==> src/hdl/cld_pkg.sv <==
`timescale 1ns / 1ps
package cld_pkg;

  localparam int DEF_MAX_OUT_STATES = 16;
  localparam int DEF_MAX_IN_STATES  = 16;

  // counts up to 256 need 9 bits
  localparam int CNT_W = 9;

  localparam logic signed [31:0] LOG_ZERO = 32'sh8000_0000;
  localparam logic signed [31:0] LOG_MAX  = 32'sh7fff_ffff;

  localparam int CORR_SIZE  = 256;
  localparam int CORR_SHIFT = 12;
  localparam longint E_STEP_Q30 = 64'd1008687096;
  localparam longint LN2_Q30    = 64'd744261118;
  localparam longint ONE_Q30    = 64'd1073741824;

  typedef enum logic [1:0] {
    OP_WRITE = 2'd0,
    OP_EVAL  = 2'd1,
    OP_ACC   = 2'd2,
    OP_EM    = 2'd3
  } cld_op_e;

  localparam logic [1:0] REG_PRIOR    = 2'd0;
  localparam logic [1:0] REG_USED_IN  = 2'd1;
  localparam logic [1:0] REG_USED_OUT = 2'd2;

  typedef struct packed {
    logic               done;
    logic signed [31:0] ln;
  } cld_ln_rsp_t;

  typedef logic signed [31:0] cld_tab_t [CORR_SIZE];

  function automatic logic signed [31:0] sat32(input logic signed [33:0] v);
    logic signed [31:0] r;
    if (v > 34'(LOG_MAX)) r = LOG_MAX;
    else if (v < 34'(LOG_ZERO)) r = LOG_ZERO;
    else r = v[31:0];
    return r;
  endfunction

  // elaboration-time log2 in Q16, same bit-serial scheme as the runtime unit
  function automatic longint log2_q16_c(input logic [63:0] v, input int fb);
    int p;
    logic [63:0] x;
    longint frac;
    logic found;
    p = 0;
    found = 1'b0;
    frac = 0;
    for (int k = 63; k > 0; k--) begin
      if (!found && v[k]) begin
        p = k;
        found = 1'b1;
      end
    end
    x = (p > 30) ? (v >> (p - 30)) : (v << (30 - p));
    for (int i = 0; i < 16; i++) begin
      x = (x * x) >> 30;
      if (x >= 64'h8000_0000) begin
        x = x >> 1;
        frac = frac | (longint'(1) << (15 - i));
      end
    end
    return (longint'(p) - longint'(fb)) * 65536 + frac;
  endfunction

  function automatic logic signed [31:0] ln_q16_c(input logic [63:0] v, input int fb);
    longint l;
    logic signed [31:0] r;
    if (v == 64'd0) begin
      r = LOG_ZERO;
    end else begin
      l = log2_q16_c(v, fb) * LN2_Q30 / ONE_Q30;
      if (l > longint'(LOG_MAX)) r = LOG_MAX;
      else if (l < longint'(LOG_ZERO)) r = LOG_ZERO;
      else r = l[31:0];
    end
    return r;
  endfunction

  function automatic cld_tab_t build_corr();
    cld_tab_t t;
    logic [63:0] y;
    y = 64'd1 << 30;
    for (int i = 0; i < CORR_SIZE; i++) begin
      t[i] = ln_q16_c((64'd1 << 30) + y, 30);
      y = (y * E_STEP_Q30) >> 30;
    end
    return t;
  endfunction

  // entry n holds ln(n + 1) in Q16
  function automatic cld_tab_t build_ln_cnt();
    cld_tab_t t;
    for (int i = 0; i < CORR_SIZE; i++) begin
      t[i] = ln_q16_c(64'(i + 1), 0);
    end
    return t;
  endfunction

  localparam cld_tab_t CORR_TAB   = build_corr();
  localparam cld_tab_t LN_CNT_TAB = build_ln_cnt();

  function automatic logic signed [31:0] log_mul(input logic signed [31:0] a,
                                                 input logic signed [31:0] b);
    logic signed [31:0] r;
    if (a == LOG_ZERO || b == LOG_ZERO) r = LOG_ZERO;
    else r = sat32(34'(a) + 34'(b));
    return r;
  endfunction

  function automatic logic signed [31:0] log_add(input logic signed [31:0] a,
                                                 input logic signed [31:0] b);
    logic signed [31:0] m;
    logic signed [31:0] n;
    logic signed [32:0] dif;
    logic [20:0] idx;
    logic signed [31:0] c;
    logic signed [31:0] r;
    m = (a > b) ? a : b;
    n = (a > b) ? b : a;
    dif = 33'(m) - 33'(n);
    idx = dif[32:CORR_SHIFT];
    c = (idx < 21'(CORR_SIZE)) ? CORR_TAB[idx[7:0]] : 32'sd0;
    if (a == LOG_ZERO) r = b;
    else if (b == LOG_ZERO) r = a;
    else r = sat32(34'(m) + 34'(c));
    return r;
  endfunction

endpackage

==> src/hdl/cld_log_unit.sv <==
`timescale 1ns / 1ps
module cld_log_unit
  import cld_pkg::*;
(
  input  logic        clk_i,
  input  logic        rst_ni,
  input  logic        start_i,
  input  logic [31:0] value_i,
  output cld_ln_rsp_t rsp_o
);

  // ln of an unsigned Q16.16 value: normalize, 16 squarings, scale by ln2
  typedef enum logic [4:0] {
    L_IDLE  = 5'b00001,
    L_NORM  = 5'b00010,
    L_SQ    = 5'b00100,
    L_SCALE = 5'b01000,
    L_DONE  = 5'b10000
  } lstate_e;

  localparam logic signed [31:0] LN2_S    = 32'sd744261118;
  localparam logic signed [52:0] ROUND_NEG = 53'sd1073741823;

  lstate_e            st_q, st_d;
  logic [31:0]        n_q, n_d;
  logic [4:0]         p_q, p_d;
  logic [30:0]        x_q, x_d;
  logic [3:0]         it_q, it_d;
  logic [15:0]        frac_q, frac_d;
  logic signed [31:0] res_q, res_d;

  logic [61:0]        sq;
  logic [31:0]        t;
  logic signed [5:0]  ex;
  logic signed [21:0] l2;
  logic signed [52:0] prod;
  logic signed [52:0] adj;

  always_comb begin
    st_d   = st_q;
    n_d    = n_q;
    p_d    = p_q;
    x_d    = x_q;
    it_d   = it_q;
    frac_d = frac_q;
    res_d  = res_q;
    sq     = 62'(x_q) * 62'(x_q);
    t      = sq[61:30];
    ex     = $signed({1'b0, p_q}) - 6'sd16;
    l2     = {ex, frac_q};
    prod   = l2 * LN2_S;
    adj    = prod + (prod < 0 ? ROUND_NEG : 53'sd0);
    case (st_q)
      L_IDLE: begin
        if (start_i) begin
          n_d = value_i;
          p_d = 5'd31;
          if (value_i == 32'd0) begin
            res_d = LOG_ZERO;
            st_d  = L_DONE;
          end else begin
            st_d = L_NORM;
          end
        end
      end
      L_NORM: begin
        if (n_q[31]) begin
          x_d    = n_q[31:1];
          it_d   = 4'd0;
          frac_d = 16'd0;
          st_d   = L_SQ;
        end else begin
          n_d = {n_q[30:0], 1'b0};
          p_d = p_q - 5'd1;
        end
      end
      L_SQ: begin
        if (t[31]) begin
          x_d = t[31:1];
          frac_d[4'd15 - it_q] = 1'b1;
        end else begin
          x_d = t[30:0];
        end
        it_d = it_q + 4'd1;
        if (it_q == 4'd15) st_d = L_SCALE;
      end
      L_SCALE: begin
        res_d = 32'(adj >>> 30);
        st_d  = L_DONE;
      end
      L_DONE: begin
        st_d = L_IDLE;
      end
      default: begin
        st_d = L_IDLE;
      end
    endcase
  end

  always_ff @(posedge clk_i or negedge rst_ni) begin
    if (!rst_ni) begin
      st_q <= L_IDLE;
    end else begin
      st_q <= st_d;
    end
  end

  always_ff @(posedge clk_i) begin
    n_q    <= n_d;
    p_q    <= p_d;
    x_q    <= x_d;
    it_q   <= it_d;
    frac_q <= frac_d;
    res_q  <= res_d;
  end

  assign rsp_o.done = (st_q == L_DONE);
  assign rsp_o.ln   = res_q;

endmodule
==> config.mk <==
export PLATFORM = sky130hd
export DESIGN_NAME = cld_log_unit
export DESIGN_NICKNAME = d
export VERILOG_FILES = /design/src/hdl/cld_pkg.sv /design/src/hdl/cld_log_unit.sv
export SDC_FILE = /design/constraint.sdc
export NUM_CORES = 2
export LEC_CHECK = 0
export BUFFER_PORTS_ARGS = -buffer_cell sky130_fd_sc_hd__buf_2
export CORE_ASPECT_RATIO = 0.8
export CORE_UTILIZATION = 46
export CTS_CLUSTER_DIAMETER = 80
export DETAILED_ROUTE_END_ITERATION = 8
export GPL_ROUTABILITY_DRIVEN = 0
export HOLD_SLACK_MARGIN = 0.02
export PLACE_DENSITY = 0.73
export SYNTH_ARGS = -nofsm -noshare
export SYNTH_HDL_FRONTEND = slang
export SYNTH_SLANG_ARGS = --single-unit
==> constraint.sdc <==
create_clock -name clk_i -period 9.1 [get_ports clk_i]
set_clock_uncertainty 0.2 [all_clocks]
set_input_delay 0 -clock clk_i [delete_from_list [all_inputs] [get_ports clk_i]]
set_output_delay 0 -clock clk_i [all_outputs]
set_load 0.01 [all_outputs]
# After elaboration in Yosys (flattened, before gate mapping)

Cells that the tools add are included.

Bits in registers: 125
Output and inout port bits: 33
Word-level logic and storage cells: 67

Add/sub/neg operators: 5
Multipliers: 2
Magnitude comparators: 3
Eq/ne operators: 12
Muxes and demuxes: 25
Bitwise operators: 1
Reduce and logical (&&, ||, !) cells: 11

Operators by type and width:

| kind                                                                          | number |
|---|---|
| 32-bit two-way mux                                                            | 4 |
| 32-bit case mux with 2 select lines                                           | 2 |
| 31-bit by 31-bit multiplier with 62-bit output                                | 1 |
| 31-bit two-way mux                                                            | 2 |
| 31-bit case mux with 2 select lines                                           | 1 |
| 53-bit by 31-bit adder with 53-bit output                                     | 1 |
| 53-bit by 1-bit less-than comparator with 1-bit output, second input constant | 1 |
| 22-bit by 30-bit multiplier with 52-bit output, second input constant         | 1 |
| 32-bit logical NOT                                                            | 1 |
| 16-bit two-way mux                                                            | 2 |
| 16-bit case mux with 2 select lines                                           | 1 |
| 30-bit two-way mux                                                            | 1 |
| 5-bit two-way mux                                                             | 6 |
| 5-bit case mux with 4 select lines                                            | 1 |
| 16-bit bitwise OR                                                             | 1 |
| 2-bit inequality test, second input constant                                  | 6 |
| 3-bit AND reduction                                                           | 4 |
| 5-bit case mux with 2 select lines                                            | 1 |
| 4-bit case mux with 2 select lines                                            | 1 |
| 2-bit nonzero test                                                            | 3 |
| 5-bit by 5-bit subtractor with 6-bit output, second input constant            | 1 |
| 5-bit by 1-bit == test with 1-bit output, second input constant               | 1 |
| 5-bit by 2-bit == test with 1-bit output, second input constant               | 1 |
| 5-bit by 3-bit == test with 1-bit output, second input constant               | 1 |
| other kinds (13)                                                              | 14 |

# Logic depth before layout (Yosys ltp)

Depth after elaboration: 8
Depth in mapped cells: 36
Mapped depth without buffers: 34

# Worst setup path after synthesis

OpenSTA, ideal clock, no wires.

Kind: reg-to-reg
From: register frac_q[14]
To: register res_q[30] (data pin)
Library setup time: 262 ps
Arrival time: 8757 ps
Required time: 8638 ps
Slack: -119 ps
Stages on the path, launching flop included: 33
Buffers on the path: 0
Period minus slack after synthesis: 9219 ps
Cells stage by stage: edfxtp_1 inv_1 fa_1 inv_1 fa_1 fa_1 inv_1 fa_1 fa_1 fa_1 inv_1 fa_1 inv_1 ha_1 a21oi_2 o21ai_1 a211oi_1 o21ai_0 or4_1 nand4_1 inv_1 ha_1 o21a_1 o2111ai_1 a21oi_1 nor2_1 and4_1 a41o_1 a2bb2oi_1 o211a_1 o21ai_1 nor4_4 mux2_1

Cells in the longest elaborated chain, start to end: 5

RTL lines:

| element                                                | RTL line            | source |
|---|---|---|
| from (decl)                                            | cld_log_unit.sv:29  | `logic [15:0] frac_q, frac_d;` |
| from (signal assigned)                                 | cld_log_unit.sv:113 | `frac_q <= frac_d;` |
| 22-bit by 30-bit multiplier with 52-bit output (*)     | cld_log_unit.sv:51  | `prod = l2 * LN2_S;` |
| 53-bit by 1-bit less-than comparator with 1-bit output | cld_log_unit.sv:52  | `adj = prod + (prod < 0 ? ROUND_NEG : 53'sd0);` |
| 30-bit two-way mux                                     | cld_log_unit.sv:52  |  |
| 53-bit by 31-bit adder with 53-bit output (*)          | cld_log_unit.sv:52  |  |
| 32-bit case mux with 2 select lines (*)                | cld_log_unit.sv:53  | `case (st_q)` |
| to (signal assigned)                                   | cld_log_unit.sv:114 | `res_q <= res_d;` |
| to (decl)                                              | cld_log_unit.sv:30  | `logic signed [31:0] res_q, res_d;` |

Every way passes the cells marked *; elsewhere a longest branch is shown, timed or not.
A chain may end at the register's enable or synchronous reset.

# Worst setup path after layout

From: register frac_q[15]
To: register res_q[18] (data pin)

The elaborated chain is that of the path after synthesis.

==> flow_summary.ini <==
[status]
status = completed

[setup_path]
reg2regPathDepth = 32
cp_slowest_stage_delay_ps = 560
cp.required_ps = 9100
slowest_stage = fa_1
worstPathMaxFanout = 8
arrival_ps = 9010
crit_path_end_kind = flip-flop
cp_common_cell = fa_1
r2r-end = res_q[18]
critPathKind = reg -> reg
regToRegStartpoint = frac_q[15]
r2r_slack_ps = 90
start_kind = flip-flop

[detailed_routing]
wl_met1_um = 51340
postRouteAntennaNets = 0
dr.max_layer_used = met5
drt_iter0_drc = 2695
drt_pass1_iterations = 5
viasPerCell = 5.287
finalWirelength_um = 120900
dr_wl_met3_um = 14530
wl_met2_um = 52670
wl_per_cell_um = 18.89
vias = 33845
drc = 0

[place]
placed_cells = 6280
port-buffer-count = 67
place_area_um2 = 48590
dp_hpwl_um = 103200

[grt]
grt-ovfl-total = 0
antenna_found_initial = 2
grt_max_degree = 67
grt_pass1_vias = 35999
grt_use_total_pct = 25.56
grt_pass1_wl_um = 193600

[finish]
fin_cells = 6402
drive_gt1_share_pct = 11.64
fin_area_um2 = 50310
syn_to_final_growth_pct = 12.95
final_nets = 6644

[die]
die_area_um2 = 98090
die_w_um = 349.9
die_h_um = 280.3
core-area_um2 = 95410
initial_core_util_pct = 46.68
pin_count = 68
placementRows = 101

[logic_synthesis]
async_reset_ff_share_pct = 4.274
synth_edf_count = 112
synth_seq_cells = 117
synth_warnings = 0
synthTopCellsByCount = 1342 x inv_1, 960 x fa_1, 549 x ha_1
synthCells = 4749
synth.most_common_cell = inv_1
yosysSeqAreaShare_pct = 7.834
syn_area_um2 = 44540
netlist.top_cell.by_area = fa_1
synth_top_area_share_pct = 43.15
synthTopCellsByArea = fa_1 43%, ha_1 15%, inv_1 11%
synth_ff_type = edfxtp_1
synth_cell_types = 93
synth_area_per_cell_um2 = 9.379
syn_nets = 6293

[timing]
hold_ws_ps = 148.4
rsz0062_at_grt = true
setup_viol = 0
fmax_mhz = 111.0
worst_pin_slew_ps = 1161
fin_crit_sh_pct = 99.01
slew_headroom_pct = 22.30
fin_setup_tns_ps = 0
fin_crit_ps = 9010
hold_viol_final = 0
final_max_slew_viol_count = 0

[clock_network]
cts_buffers = 17
clk-insertion-delay-late_ps = 440
cts_max_path_buffers = 2
cts_tree = yes
root_buffer = clkbuf_16
clkSinkCount = 117
htreeDepth = 4
clk_pin_slew_worst_paths_ps = 60

[job]
drv_cap = 0

[worst_hold_path]
min-delay-start = start_i
hold_path.class = in -> reg
min_to = st_q[0]
hold_path_depth = 3
## critical path, delay by kind of cell, from the launching register on
| kind | cells | cell delay [ps] |
|---|---|---|
| adders and majority gates | 9 | 4000 |
| DFF | 1 | 410 |
| AOI/OAI and AO/OA | 12 | 2050 |
| buffers and inverters | 7 | 910 |
| and+or+nand+nor | 4 | 1190 |
## metal layers
metal  vias up  track usage, %
li1      15223               -
met1     16868           35.79
met2      1571           38.29
met3       179           8.791
met4         4           5.229
met5         -               0
## per-stage QoR
step / utilization, % / setup WS [ps]
finish: 52.73 / 89.89
global route: 52.72 / -166.8
CTS: 52.11 / 18.16
detailed placement: 50.93 / -292.7
global placement: 50.93 / -86.25
floorplan: - / 30.25
## registers in the layout, summed over array words and instances, names as in the netlist
name / count
frac_q: 16
it_q: 4
n_q: 32
p_q: 5
res_q: 24
st_q: 5
x_q: 31
## timing repair
item	4_1_cts	5_1_grt
endpoints found under the hold margin	42	0
resized for setup	9	82
setup endpoints to repair	54	71
hold buffers	35	0
cloned	0	2
buffers inserted	18	34
pin swaps	4	38
## how the worst max path moves through the flow
stage                from         to  cells past startpoint
6_report       frac_q[15]  res_q[18]                     32
5_1_grt        frac_q[11]  res_q[14]                     35
4_1_cts        frac_q[14]  res_q[18]                     36
3_5_place_dp       x_q[9]    x_q[29]                     29
3_3_place_gp       x_q[9]    x_q[29]                     29
2_1_floorplan  frac_q[14]  res_q[18]                     34
## logic make-up after synthesis
group	Yosys count	synth area share (%)
AOI/OAI and AO/OA	520	7.731
xor gates and xnor gates	87	1.711
adders and majority gates	1509	58.57
buffers and inverters	1496	12.70
DFF	117	7.835
muxes	16	0.3708
and+or+nand+nor	1004	11.09
## layout by cell type (no fill, tap or decap), types with 11 or more instances in the layout
master / instances
inv_2: 11
fa_1: 949
nand4_1: 23
o21bai_1: 13
a211oi_1: 11
dlygate4sd3_1: 35
o21ai_0: 104
a31oi_1: 13
xnor2_1: 59
clkbuf_16: 18
a221o_1: 14
a21oi_1: 143
nand2_1: 377
nand3_1: 45
inv_1: 1333
buf_4: 344
buf_2: 68
a21o_1: 46
or2_2: 18
or3_1: 11
o21a_1: 15
fa_2: 11
nor2b_1: 21
buf_6: 12
edfxtp_1: 112
and3_1: 23
nor2_1: 164
buf_12: 18
ha_1: 541
nand2b_1: 43
o21ai_1: 14
and2_1: 180
nor3_1: 30
xor2_1: 28
o211ai_1: 20
mux2i_1: 11
## final cells by class
| class | count | area (µm²) |
|---|---|---|
| fillers | 8423 | 45100 |
| flip-flops and latches | 117 | 3490 |
| repair buffers | 478 | 3794 |
| diodes | 2 | 5.005 |
| multi-input cells | 3136 | 35750 |
| clock buffers | 17 | 425.4 |
| inverters | 1350 | 5071 |
| well taps | 1287 | 1610 |
| clock inverters | 15 | 166.4 |
Power is left out: the tool's default activity adds up to more than one toggle a clock period on the data nets, which glitch-free logic cannot reach.
